### src/hdl/plmm_pkg.sv
package plmm_pkg;

    localparam int NUM_CH  = 16;
    localparam int NUM_MEM = 16;
    localparam int CH_W    = 4;
    localparam int MEM_W   = 4;
    localparam int PAIR_W  = 2 * MEM_W;

    localparam logic [1:0] CFG_ENABLE = 2'd0;
    localparam logic [1:0] CFG_ACTIVE = 2'd1;
    localparam logic [1:0] CFG_OWNED  = 2'd2;
    localparam logic [1:0] CFG_MEMBER = 2'd3;

    localparam logic KIND_ENTRY  = 1'b0;
    localparam logic KIND_SAMPLE = 1'b1;

    typedef struct packed {
        logic             ready;
        logic             clr;
        logic             step;
        logic [MEM_W-1:0] li;
        logic [MEM_W-1:0] tj;
        logic             emit;
        logic [CH_W-1:0]  ch;
    } t_dp_cmd;

    typedef struct packed {
        logic frame_done;
        logic ch_emit;
        logic out_free;
    } t_dp_sts;

endpackage

### src/hdl/plmm_ctrl.sv
module plmm_ctrl (
    input  logic               i_clk,
    input  logic               i_rst_n,
    input  plmm_pkg::t_dp_sts  i_sts,
    output plmm_pkg::t_dp_cmd  o_cmd
);

    localparam logic [1:0] ST_IDLE  = 2'd0;
    localparam logic [1:0] ST_MIX   = 2'd1;
    localparam logic [1:0] ST_DRAIN = 2'd2;
    localparam logic [1:0] ST_EMIT  = 2'd3;

    localparam logic [plmm_pkg::PAIR_W-1:0] DRAIN_LAST = plmm_pkg::PAIR_W'(3);

    logic [1:0]                  r_state, n_state;
    logic [plmm_pkg::PAIR_W-1:0] r_cnt, n_cnt;
    logic                        adv;

    assign adv = !i_sts.ch_emit || i_sts.out_free;

    always_comb begin
        n_state = r_state;
        n_cnt   = r_cnt;
        unique case (r_state)
            ST_IDLE: begin
                n_cnt = '0;
                if (i_sts.frame_done) begin
                    n_state = ST_MIX;
                end
            end
            ST_MIX: begin
                n_cnt = r_cnt + 1'b1;
                if (r_cnt == '1) begin
                    n_state = ST_DRAIN;
                end
            end
            ST_DRAIN: begin
                n_cnt = r_cnt + 1'b1;
                if (r_cnt == DRAIN_LAST) begin
                    n_state = ST_EMIT;
                    n_cnt   = '0;
                end
            end
            ST_EMIT: begin
                if (adv) begin
                    n_cnt = r_cnt + 1'b1;
                    if (r_cnt[plmm_pkg::CH_W-1:0] == '1) begin
                        n_state = ST_IDLE;
                    end
                end
            end
            default: n_state = ST_IDLE;
        endcase
    end

    always_ff @(posedge i_clk) begin
        if (!i_rst_n) begin
            r_state <= ST_IDLE;
            r_cnt   <= '0;
        end else begin
            r_state <= n_state;
            r_cnt   <= n_cnt;
        end
    end

    always_comb begin
        o_cmd.ready = (r_state == ST_IDLE);
        o_cmd.clr   = (r_state == ST_IDLE) && i_sts.frame_done;
        o_cmd.step  = (r_state == ST_MIX);
        o_cmd.li    = r_cnt[plmm_pkg::PAIR_W-1:plmm_pkg::MEM_W];
        o_cmd.tj    = r_cnt[plmm_pkg::MEM_W-1:0];
        o_cmd.emit  = (r_state == ST_EMIT);
        o_cmd.ch    = r_cnt[plmm_pkg::CH_W-1:0];
    end

endmodule

### src/hdl/plmm_dp.sv
module plmm_dp #(
    parameter int SAMPLE_BITS = 24,
    parameter int GAIN_BITS   = 16,
    parameter int IN_W        = 64,
    parameter int OUT_W       = 32
) (
    input  logic               i_clk,
    input  logic               i_rst_n,
    input  plmm_pkg::t_dp_cmd  i_cmd,
    output plmm_pkg::t_dp_sts  o_sts,
    input  logic               i_cfg_we,
    input  logic [1:0]         i_cfg_idx,
    input  logic [15:0]        i_cfg_data,
    input  logic               i_s_tvalid,
    input  logic [IN_W-1:0]    i_s_tdata,
    input  logic               i_s_tuser,
    input  logic               i_s_tlast,
    output logic               o_m_tvalid,
    input  logic               i_m_tready,
    output logic [OUT_W-1:0]   o_m_tdata,
    output logic               o_m_tlast
);

    localparam int CW   = plmm_pkg::CH_W;
    localparam int NCH  = plmm_pkg::NUM_CH;
    localparam int NMEM = plmm_pkg::NUM_MEM;
    localparam int FRAC = GAIN_BITS - 4;
    localparam int PW   = SAMPLE_BITS + GAIN_BITS + 1;
    localparam int AW   = PW + 2 * plmm_pkg::MEM_W;

    localparam int O_LINE = 4;
    localparam int O_EP   = 8;
    localparam int O_TALK = 12;
    localparam int O_CAP  = 13;
    localparam int O_LIS  = 17;
    localparam int O_PLAY = 18;
    localparam int O_GAIN = 22;
    localparam int O_MUTE = O_GAIN + GAIN_BITS;
    localparam int O_SMP  = O_MUTE + 1;

    typedef struct packed {
        logic [3:0]           line;
        logic [3:0]           ep;
        logic                 talk;
        logic [CW-1:0]        cap;
        logic                 listen;
        logic [CW-1:0]        play;
        logic [GAIN_BITS-1:0] gain;
        logic                 mute;
    } t_member;

    logic           r_en;
    logic [4:0]     r_act;
    logic [NCH-1:0] r_owned;
    logic [4:0]     r_nmem;

    always_ff @(posedge i_clk) begin
        if (!i_rst_n) begin
            r_en    <= 1'b0;
            r_act   <= 5'd16;
            r_owned <= '0;
            r_nmem  <= 5'd0;
        end else if (i_cfg_we) begin
            unique case (i_cfg_idx)
                plmm_pkg::CFG_ENABLE: r_en    <= i_cfg_data[0];
                plmm_pkg::CFG_ACTIVE: r_act   <= i_cfg_data[4:0];
                plmm_pkg::CFG_OWNED:  r_owned <= i_cfg_data[NCH-1:0];
                plmm_pkg::CFG_MEMBER: r_nmem  <= i_cfg_data[4:0];
                default: ;
            endcase
        end
    end

    logic [4:0]     act_eff, nmem_eff;
    logic [NCH-1:0] act_mask, emit_mask;

    assign act_eff  = (r_act > 5'd16) ? 5'd16 : r_act;
    assign nmem_eff = (r_nmem > 5'd16) ? 5'd16 : r_nmem;

    for (genvar c = 0; c < NCH; c++) begin : g_act
        assign act_mask[c] = (5'(c) < act_eff);
    end
    assign emit_mask = act_mask & r_owned;

    logic     in_acc;
    t_member  wr_m;

    assign in_acc = i_s_tvalid && i_cmd.ready;

    always_comb begin
        wr_m.line   = i_s_tdata[O_LINE +: 4];
        wr_m.ep     = i_s_tdata[O_EP +: 4];
        wr_m.talk   = i_s_tdata[O_TALK];
        wr_m.cap    = i_s_tdata[O_CAP +: CW];
        wr_m.listen = i_s_tdata[O_LIS];
        wr_m.play   = i_s_tdata[O_PLAY +: CW];
        wr_m.gain   = i_s_tdata[O_GAIN +: GAIN_BITS];
        wr_m.mute   = i_s_tdata[O_MUTE];
    end

    t_member r_mem [NMEM];
    t_member r_li, r_tj;
    logic    r_v0, r_in0;

    always_ff @(posedge i_clk) begin
        if (in_acc && i_s_tuser == plmm_pkg::KIND_ENTRY) begin
            r_mem[i_s_tdata[3:0]] <= wr_m;
        end
        r_li <= r_mem[i_cmd.li];
        r_tj <= r_mem[i_cmd.tj];
    end

    always_ff @(posedge i_clk) begin
        if (!i_rst_n) begin
            r_v0  <= 1'b0;
            r_in0 <= 1'b0;
        end else begin
            r_v0  <= i_cmd.step;
            r_in0 <= ({1'b0, i_cmd.li} < nmem_eff) && ({1'b0, i_cmd.tj} < nmem_eff);
        end
    end

    logic signed [SAMPLE_BITS-1:0] r_fs [NCH];
    logic [NCH-1:0]                r_fs_vld;
    logic [4:0]                    r_cc;
    logic signed [SAMPLE_BITS-1:0] r_smp;
    logic                          smp_acc;

    assign smp_acc = in_acc && i_s_tuser == plmm_pkg::KIND_SAMPLE;

    always_ff @(posedge i_clk) begin
        if (smp_acc && !r_cc[4]) begin
            r_fs[r_cc[CW-1:0]] <= i_s_tdata[O_SMP +: SAMPLE_BITS];
        end
        r_smp <= r_fs_vld[r_tj.cap] ? r_fs[r_tj.cap] : '0;
    end

    always_ff @(posedge i_clk) begin
        if (!i_rst_n) begin
            r_fs_vld <= '0;
            r_cc     <= '0;
        end else if (smp_acc) begin
            if (!r_cc[4]) begin
                r_fs_vld[r_cc[CW-1:0]] <= 1'b1;
            end
            if (i_s_tlast) begin
                r_cc <= '0;
            end else if (!r_cc[4]) begin
                r_cc <= r_cc + 1'b1;
            end
        end
    end

    logic                 r_v1;
    logic [GAIN_BITS-1:0] r_g1;
    logic [CW-1:0]        r_play1, r_play2;
    logic                 hit;

    assign hit = r_v0 && r_in0 && r_li.listen && r_tj.talk && !r_tj.mute
              && ({1'b0, r_tj.cap} < act_eff)
              && (r_tj.line == r_li.line) && (r_tj.ep != r_li.ep);

    always_ff @(posedge i_clk) begin
        r_g1    <= r_tj.gain;
        r_play1 <= r_li.play;
    end

    logic signed [PW-1:0] r_prod;
    logic                 r_v2;

    always_ff @(posedge i_clk) begin
        r_prod  <= PW'(r_smp) * $signed({1'b0, r_g1});
        r_play2 <= r_play1;
    end

    always_ff @(posedge i_clk) begin
        if (!i_rst_n) begin
            r_v1 <= 1'b0;
            r_v2 <= 1'b0;
        end else begin
            r_v1 <= hit;
            r_v2 <= r_v1;
        end
    end

    logic signed [AW-1:0] r_acc [NCH];

    always_ff @(posedge i_clk) begin
        if (i_cmd.clr) begin
            for (int c = 0; c < NCH; c++) begin
                r_acc[c] <= '0;
            end
        end else if (r_v2) begin
            r_acc[r_play2] <= r_acc[r_play2] + AW'(r_prod);
        end
    end

    localparam logic signed [AW-1:0] HALF = AW'(1) <<< (FRAC - 1);
    localparam logic signed [AW-1:0] SMAX = (AW'(1) <<< (SAMPLE_BITS - 1)) - AW'(1);
    localparam logic signed [AW-1:0] SMIN = -SMAX - AW'(1);

    logic signed [AW-1:0]          rnd;
    logic signed [SAMPLE_BITS-1:0] sat;
    logic [NCH-1:0]                above;
    logic                          out_free, load;

    always_comb begin
        rnd = (r_acc[i_cmd.ch] + HALF) >>> FRAC;
        if (rnd > SMAX) begin
            sat = SAMPLE_BITS'(SMAX);
        end else if (rnd < SMIN) begin
            sat = SAMPLE_BITS'(SMIN);
        end else begin
            sat = SAMPLE_BITS'(rnd);
        end
    end

    assign above    = emit_mask >> i_cmd.ch >> 1;
    assign out_free = !o_m_tvalid || i_m_tready;
    assign load     = i_cmd.emit && emit_mask[i_cmd.ch] && out_free;

    always_ff @(posedge i_clk) begin
        if (!i_rst_n) begin
            o_m_tvalid <= 1'b0;
        end else if (load) begin
            o_m_tvalid <= 1'b1;
        end else if (i_m_tready) begin
            o_m_tvalid <= 1'b0;
        end
    end

    always_ff @(posedge i_clk) begin
        if (load) begin
            o_m_tdata <= OUT_W'({sat, i_cmd.ch});
            o_m_tlast <= (above == '0);
        end
    end

    always_comb begin
        o_sts.frame_done = smp_acc && i_s_tlast && r_en;
        o_sts.ch_emit    = emit_mask[i_cmd.ch];
        o_sts.out_free   = out_free;
    end

endmodule

### src/hdl/party_line_mix_minus_mixer_unit.sv
// Party-line intercom mixer with mix-minus. Member table writes (tuser 0) and
// capture samples (tuser 1) are taken one per cycle while idle. The last sample
// of a frame (tlast) starts the mix if the mixer is enabled: all 256
// listener/talker member pairs pass one per cycle through a four-stage
// multiply-accumulate datapath into one accumulator per playback channel, then
// owned active channels are sent in ascending order by a scan that steps one
// channel per cycle unless the output stalls. The time a frame costs after its
// last sample is set by the single shared multiplier, pair counter and emit
// scan. Member table entries read before being written give undefined results.
module party_line_mix_minus_mixer_unit #(
    parameter int SAMPLE_BITS = 24,
    parameter int GAIN_BITS   = 16
) (
    input  logic                   i_clk,
    input  logic                   i_rst_n,
    input  logic                   i_cfg_we,
    input  logic [1:0]             i_cfg_idx,
    input  logic [15:0]            i_cfg_data,
    input  logic                   s_axis_tvalid,
    output logic                   s_axis_tready,
    // entry_index, line_id, endpoint_num, talk_valid, talk_ch,
    // listen_valid, listen_ch, gain, mute, sample
    input  logic [((23 + GAIN_BITS + SAMPLE_BITS + 7) / 8) * 8 - 1:0] s_axis_tdata,
    input  logic                   s_axis_tuser,  // kind
    input  logic                   s_axis_tlast,  // last_in_frame
    output logic                   m_axis_tvalid,
    input  logic                   m_axis_tready,
    // out_channel, out_sample
    output logic [((4 + SAMPLE_BITS + 7) / 8) * 8 - 1:0] m_axis_tdata,
    output logic                   m_axis_tlast   // last
);

    localparam int IN_W  = ((23 + GAIN_BITS + SAMPLE_BITS + 7) / 8) * 8;
    localparam int OUT_W = ((4 + SAMPLE_BITS + 7) / 8) * 8;

    plmm_pkg::t_dp_cmd cmd;
    plmm_pkg::t_dp_sts sts;

    plmm_ctrl u_ctrl (
        .i_clk   (i_clk),
        .i_rst_n (i_rst_n),
        .i_sts   (sts),
        .o_cmd   (cmd)
    );

    plmm_dp #(
        .SAMPLE_BITS (SAMPLE_BITS),
        .GAIN_BITS   (GAIN_BITS),
        .IN_W        (IN_W),
        .OUT_W       (OUT_W)
    ) u_dp (
        .i_clk      (i_clk),
        .i_rst_n    (i_rst_n),
        .i_cmd      (cmd),
        .o_sts      (sts),
        .i_cfg_we   (i_cfg_we),
        .i_cfg_idx  (i_cfg_idx),
        .i_cfg_data (i_cfg_data),
        .i_s_tvalid (s_axis_tvalid),
        .i_s_tdata  (s_axis_tdata),
        .i_s_tuser  (s_axis_tuser),
        .i_s_tlast  (s_axis_tlast),
        .o_m_tvalid (m_axis_tvalid),
        .i_m_tready (m_axis_tready),
        .o_m_tdata  (m_axis_tdata),
        .o_m_tlast  (m_axis_tlast)
    );

    assign s_axis_tready = cmd.ready;

endmodule

### config.mk
export PLATFORM = sky130hd
export DESIGN_NAME = party_line_mix_minus_mixer_unit
export DESIGN_NICKNAME = d
export VERILOG_FILES = /design/src/hdl/plmm_pkg.sv /design/src/hdl/plmm_ctrl.sv /design/src/hdl/plmm_dp.sv /design/src/hdl/party_line_mix_minus_mixer_unit.sv
export SDC_FILE = /design/constraint.sdc
export NUM_CORES = 2
export LEC_CHECK = 0
export BUFFER_PORTS_ARGS = -buffer_cell sky130_fd_sc_hd__buf_2
export CAP_MARGIN = 20
export CORE_AREA = 2 2 416 418
export CTS_CLUSTER_DIAMETER = 50
export DETAILED_ROUTE_END_ITERATION = 10
export DIE_AREA = 0 0 418 420
export PLACE_DENSITY = 0.77
export SLEW_MARGIN = 25
export SYNTH_ARGS = -nofsm -noshare
export SYNTH_HDL_FRONTEND = slang
export SYNTH_SLANG_ARGS = --single-unit
### constraint.sdc
create_clock -name i_clk -period 6.9 [get_ports i_clk]
set_input_delay 1.38 -clock i_clk [delete_from_list [all_inputs] [get_ports i_clk]]
set_output_delay 1.38 -clock i_clk [all_outputs]
set_load 0.005 [all_outputs]
==> results.py <==
metrics = {
    "cells_and_area": {
        "fillers": 11360,
        "multi_input_area_um2": 39110,
        "final_nets": 7233,
        "drive_above_1_share_pct": 23.13,
        "finish.instance_area_um2": 110200,
        "final-seq-area_um2": 56820,
        "layout-area-overhead-vs-synth_pct": 11.39,
    },
    "critical_path": {
        "worst-endpoint-arrival_ns": 7.66,
        "crit_fanout": 13,
        "critPathLaunch": "u_dp.r_g1[5]$_DFF_P_",
        "critPathLaunchType": "register",
        "worstReg2RegStart": "u_dp.r_g1[5]$_DFF_P_",
        "cpPeakStageDelay_ns": 0.55,
        "cpMaxStageDelayCell": "fa_1",
        "timing.critical_path.to_type": "register",
        "timing.critical_path.mode_cell": "fa_1",
        "worstPathRequired_ns": 7.68,
        "critPathKind": "reg -> reg",
    },
    "logic_synthesis": {
        "netlist_area_um2": 98910,
        "async_reset_ff_share_pct": 0,
        "post_synth_mux_area_share_pct": 17.48,
        "share_of_synthesized_cell_area_in_full_adder_half_adder_and_majority_cells_pct": 9.789,
        "fraction_of_the_mapped_netlist_area_in_compound_gates_pct": 3.020,
        "avgSynthCellArea_um2": 15.33,
        "synthesis.instances": 6453,
        "synth-edff-count": 1757,
        "synthSimpleGateAreaFrac_pct": 7.488,
        "synth.top_cell.area_share_pct": 53.34,
        "post_synth_xor_area_fraction_pct": 1.088,
        "netlist_top_cells_area": "edfxtp_1, mux4_2, fa_1",
        "synth_commonest_cells": "edfxtp_1, nor2_1, mux4_2",
        "synth.yosys.warnings": 0,
        "synth_flop_cell": "edfxtp_1",
        "synth_top_family_by_area": "multiplexers",
        "synth.ff_latch_count": 1956,
        "seq_total_area_yosys_pct": 57.37,
        "count_of_different_cell_masters_after_synthesis": 89,
        "cell_taking_the_most_area_after_synthesis": "edfxtp_1",
        "synth_most_common_cell": "edfxtp_1",
    },
    "grt": {
        "grt_overflow": 0,
        "grt_max_degree": 76,
        "grt_pass1_vias": 61910,
        "antenna_found_initial": 27,
        "gr-usage-all-layers_pct": 30.83,
        "grt_pass1_wl_um": 394100,
    },
    "cts": {
        "cts_max_path_buffers": 3,
        "cts_tree": "done",
        "cts.htree.levels": 4,
        "tritoncts.num_buffers": 199,
        "clockRootBuffer": "clkbuf_16",
        "clock_insertion_delay_worst_skew_ns": 0.90,
        "cts_num_sinks": 1956,
        "postCtsHoldBufs": 0,
        "cts_setup_buffers": 0,
        "clk_pin_slew_ns": 0.06,
    },
    "route": {
        "route.detailed.drc": 0,
        "routed_wl_um": 266200,
        "dr_total_vias": 59590,
        "drt_iter0_markers": 8666,
        "drt_pass1_iterations": 8,
        "routed_wire_length_per_instance_um": 29.49,
        "final_antenna_net_count": 0,
        "vias_per_cell": 6.602,
    },
    "pwr": {
        "power_density_nw_per_um2": 257.9,
        "vdd.ir_drop.worst_mv": 0.3011,
        "power_leakage_nw": 39.81,
    },
    "floorplan": {
        "chipHeight_um": 420,
        "core.rowCount": 152,
        "boundaryPins": 124,
        "die_x_um": 418,
        "die_area_um2": 175600,
        "initial_utilization_pct": 57.85,
        "core_area_um2": 171000,
    },
    "sta": {
        "worst_clock_skew_ns": 0.06730,
        "worst_slew_margin_rel_pct": 19.70,
        "finalMaxSlewViolations": 0,
        "timing_hold_violations_final": 0,
        "fin_tns_setup_ns": 0,
        "tightest_slew_ns": 1.205,
        "period_minus_slack_ns": 6.879,
        "rsz0062_at_grt": "true",
        "min_period_over_period_pct": 99.69,
        "fmax_mhz": 145.4,
        "report.final.setup_viol": 0,
    },
    "hold_path": {
        "min_path_type": "reg -> reg",
        "hold_path_startpoint": "u_dp.r_play1[0]$_DFF_P_",
    },
    "job": {
        "max-cap-violations": 0,
    },
    "placement": {
        "placement.cell_area_um2": 103000,
        "io_buffer_count": 118,
        "final_replace_weighted_congestion": 0.9240,
        "place_hpwl_um": 154200,
    },
    "outcome": {
        "result_of_the_run": "finished, final reports clean",
    },
}
## state kept, by name, indices dropped and copies added, names as in the netlist, 8 cells and up, named ones only
register	cells
u_dp.r_mem	560
u_dp.r_tj	30
u_dp.r_acc	784
u_dp.r_smp	24
u_dp.r_owned	16
u_dp.o_m_tdata	28
u_dp.r_prod	41
u_dp.r_fs_vld	16
u_dp.r_fs	384
u_ctrl.r_cnt	8
u_dp.r_li	13
u_dp.r_g1	16
## layout make-up
class                      instances  area share, %
antenna                           17        0.03861
clock buffer                     255          4.839
clock inverter                   124          1.329
inverter                         489          1.666
multi-input combinational       3599          35.50
sequential                      1956          51.57
tap                             2233          2.536
timing repair buffer             352          2.521
## per-layer routing
layer  global-route usage (%)  wire length [um]  vias to the layer above
met5                        0               113                        -
met4                    12.32             11130                       16
li1                         -                 -                    24100
met1                    41.94             94300                    30590
met3                    6.990             32810                      728
met2                    48.82            127800                     4154
## logic make-up (layout without fill, tap and decap cells)
logic type	count (synthesis)	in the layout
DFF	1956	1956
and+or+nand+nor	1690	1690
buffers and inverters	901	1220
muxes	783	783
adders and majority gates	547	547
AOI/OAI and AO/OA	453	453
xor gates and xnor gates	122	122
other	1	21
## power by group
| group | total (mW) | switching (mW) | internal [mW] |
|---|---|---|---|
| logic | 4.09 | 2.67 | 1.42 |
| clock network | 11.1 | 4.77 | 6.36 |
| registers | 13.2 | 0.190 | 13.0 |
## placed cells by master (no fill, tap or decap), types with 16 or more instances in the layout
| cell | netlist | final |
|---|---|---|
| o21ai_2 | 20 | 24 |
| mux2i_1 | 35 | 35 |
| or2_2 | 16 | 16 |
| nor2_4 | 0 | 23 |
| diode_2 | 0 | 17 |
| nor2_1 | 898 | 872 |
| and3_1 | 21 | 21 |
| and2_1 | 171 | 171 |
| xnor2_1 | 61 | 55 |
| a21oi_1 | 139 | 136 |
| dfxtp_1 | 199 | 167 |
| a22oi_1 | 27 | 27 |
| nor3_1 | 26 | 18 |
| fa_1 | 378 | 377 |
| buf_4 | 9 | 204 |
| o21ai_0 | 74 | 67 |
| xor2_1 | 60 | 52 |
| clkinv_1 | 1 | 35 |
| clkbuf_16 | 0 | 200 |
| clkinv_2 | 0 | 32 |
| o21a_1 | 18 | 18 |
| buf_2 | 12 | 118 |
| nand2_4 | 0 | 16 |
| inv_1 | 486 | 486 |
| mux4_2 | 716 | 716 |
| mux4_1 | 30 | 30 |
| a21o_1 | 60 | 60 |
| nor2b_1 | 43 | 40 |
| clkbuf_1 | 324 | 43 |
| nand2_1 | 382 | 354 |
| buf_12 | 13 | 19 |
| nand3_1 | 31 | 26 |
| nand2b_1 | 34 | 34 |
| ha_1 | 169 | 167 |
| edfxtp_1 | 1757 | 1757 |
| bufinv_16 | 0 | 22 |
| nand4_1 | 21 | 21 |
| dfxtp_2 | 0 | 18 |
## critical path: cells and delay by family, from the launching register on
kind | cells | cell delay [ns]
compound gates | 9 | 1.76
xor+xnor | 1 | 0.14
fa+ha+maj | 7 | 3.14
buf+inv | 7 | 0.72
flops | 1 | 0.38
simple gates | 2 | 0.64
## worst paths after layout
| check | endpoint | slack, ns | cells past startpoint |
|---|---|---|---|
| min reg2reg | u_dp.r_play2[0]$_DFF_P_ | 0.32 | 0 |
| max | u_dp.r_prod[39]$_DFF_P_ | 0.02 | 26 |
| max reg2reg | u_dp.r_prod[39]$_DFF_P_ | 0.02 | 26 |
| min | u_dp.r_play2[0]$_DFF_P_ | 0.32 | 0 |
## repair_timing
item	in CTS	in global routing
pin swaps	0	1
endpoints found under the hold margin	0	0
gates resized for setup	14	32
cloned	1	0
endpoints found under the setup margin	4	10
## metrics by stage
step                power, mW  hold slack (ns)  cells  util (%)  setup WS [ns]
CTS                     28.34           0.3266   9005     64.26        0.01486
detailed placement      17.36           0.3121   8625     60.26        -0.1030
finish                  28.42           0.3249   9025     64.44        0.02121
floorplan               15.96           0.3096   6456         -         0.2501
global placement        17.25           0.3103   8617     60.11        0.01324
global route            29.28           0.3291   9017     64.43        -0.2409
No activity file was read; power rests on OpenSTA's default activity.
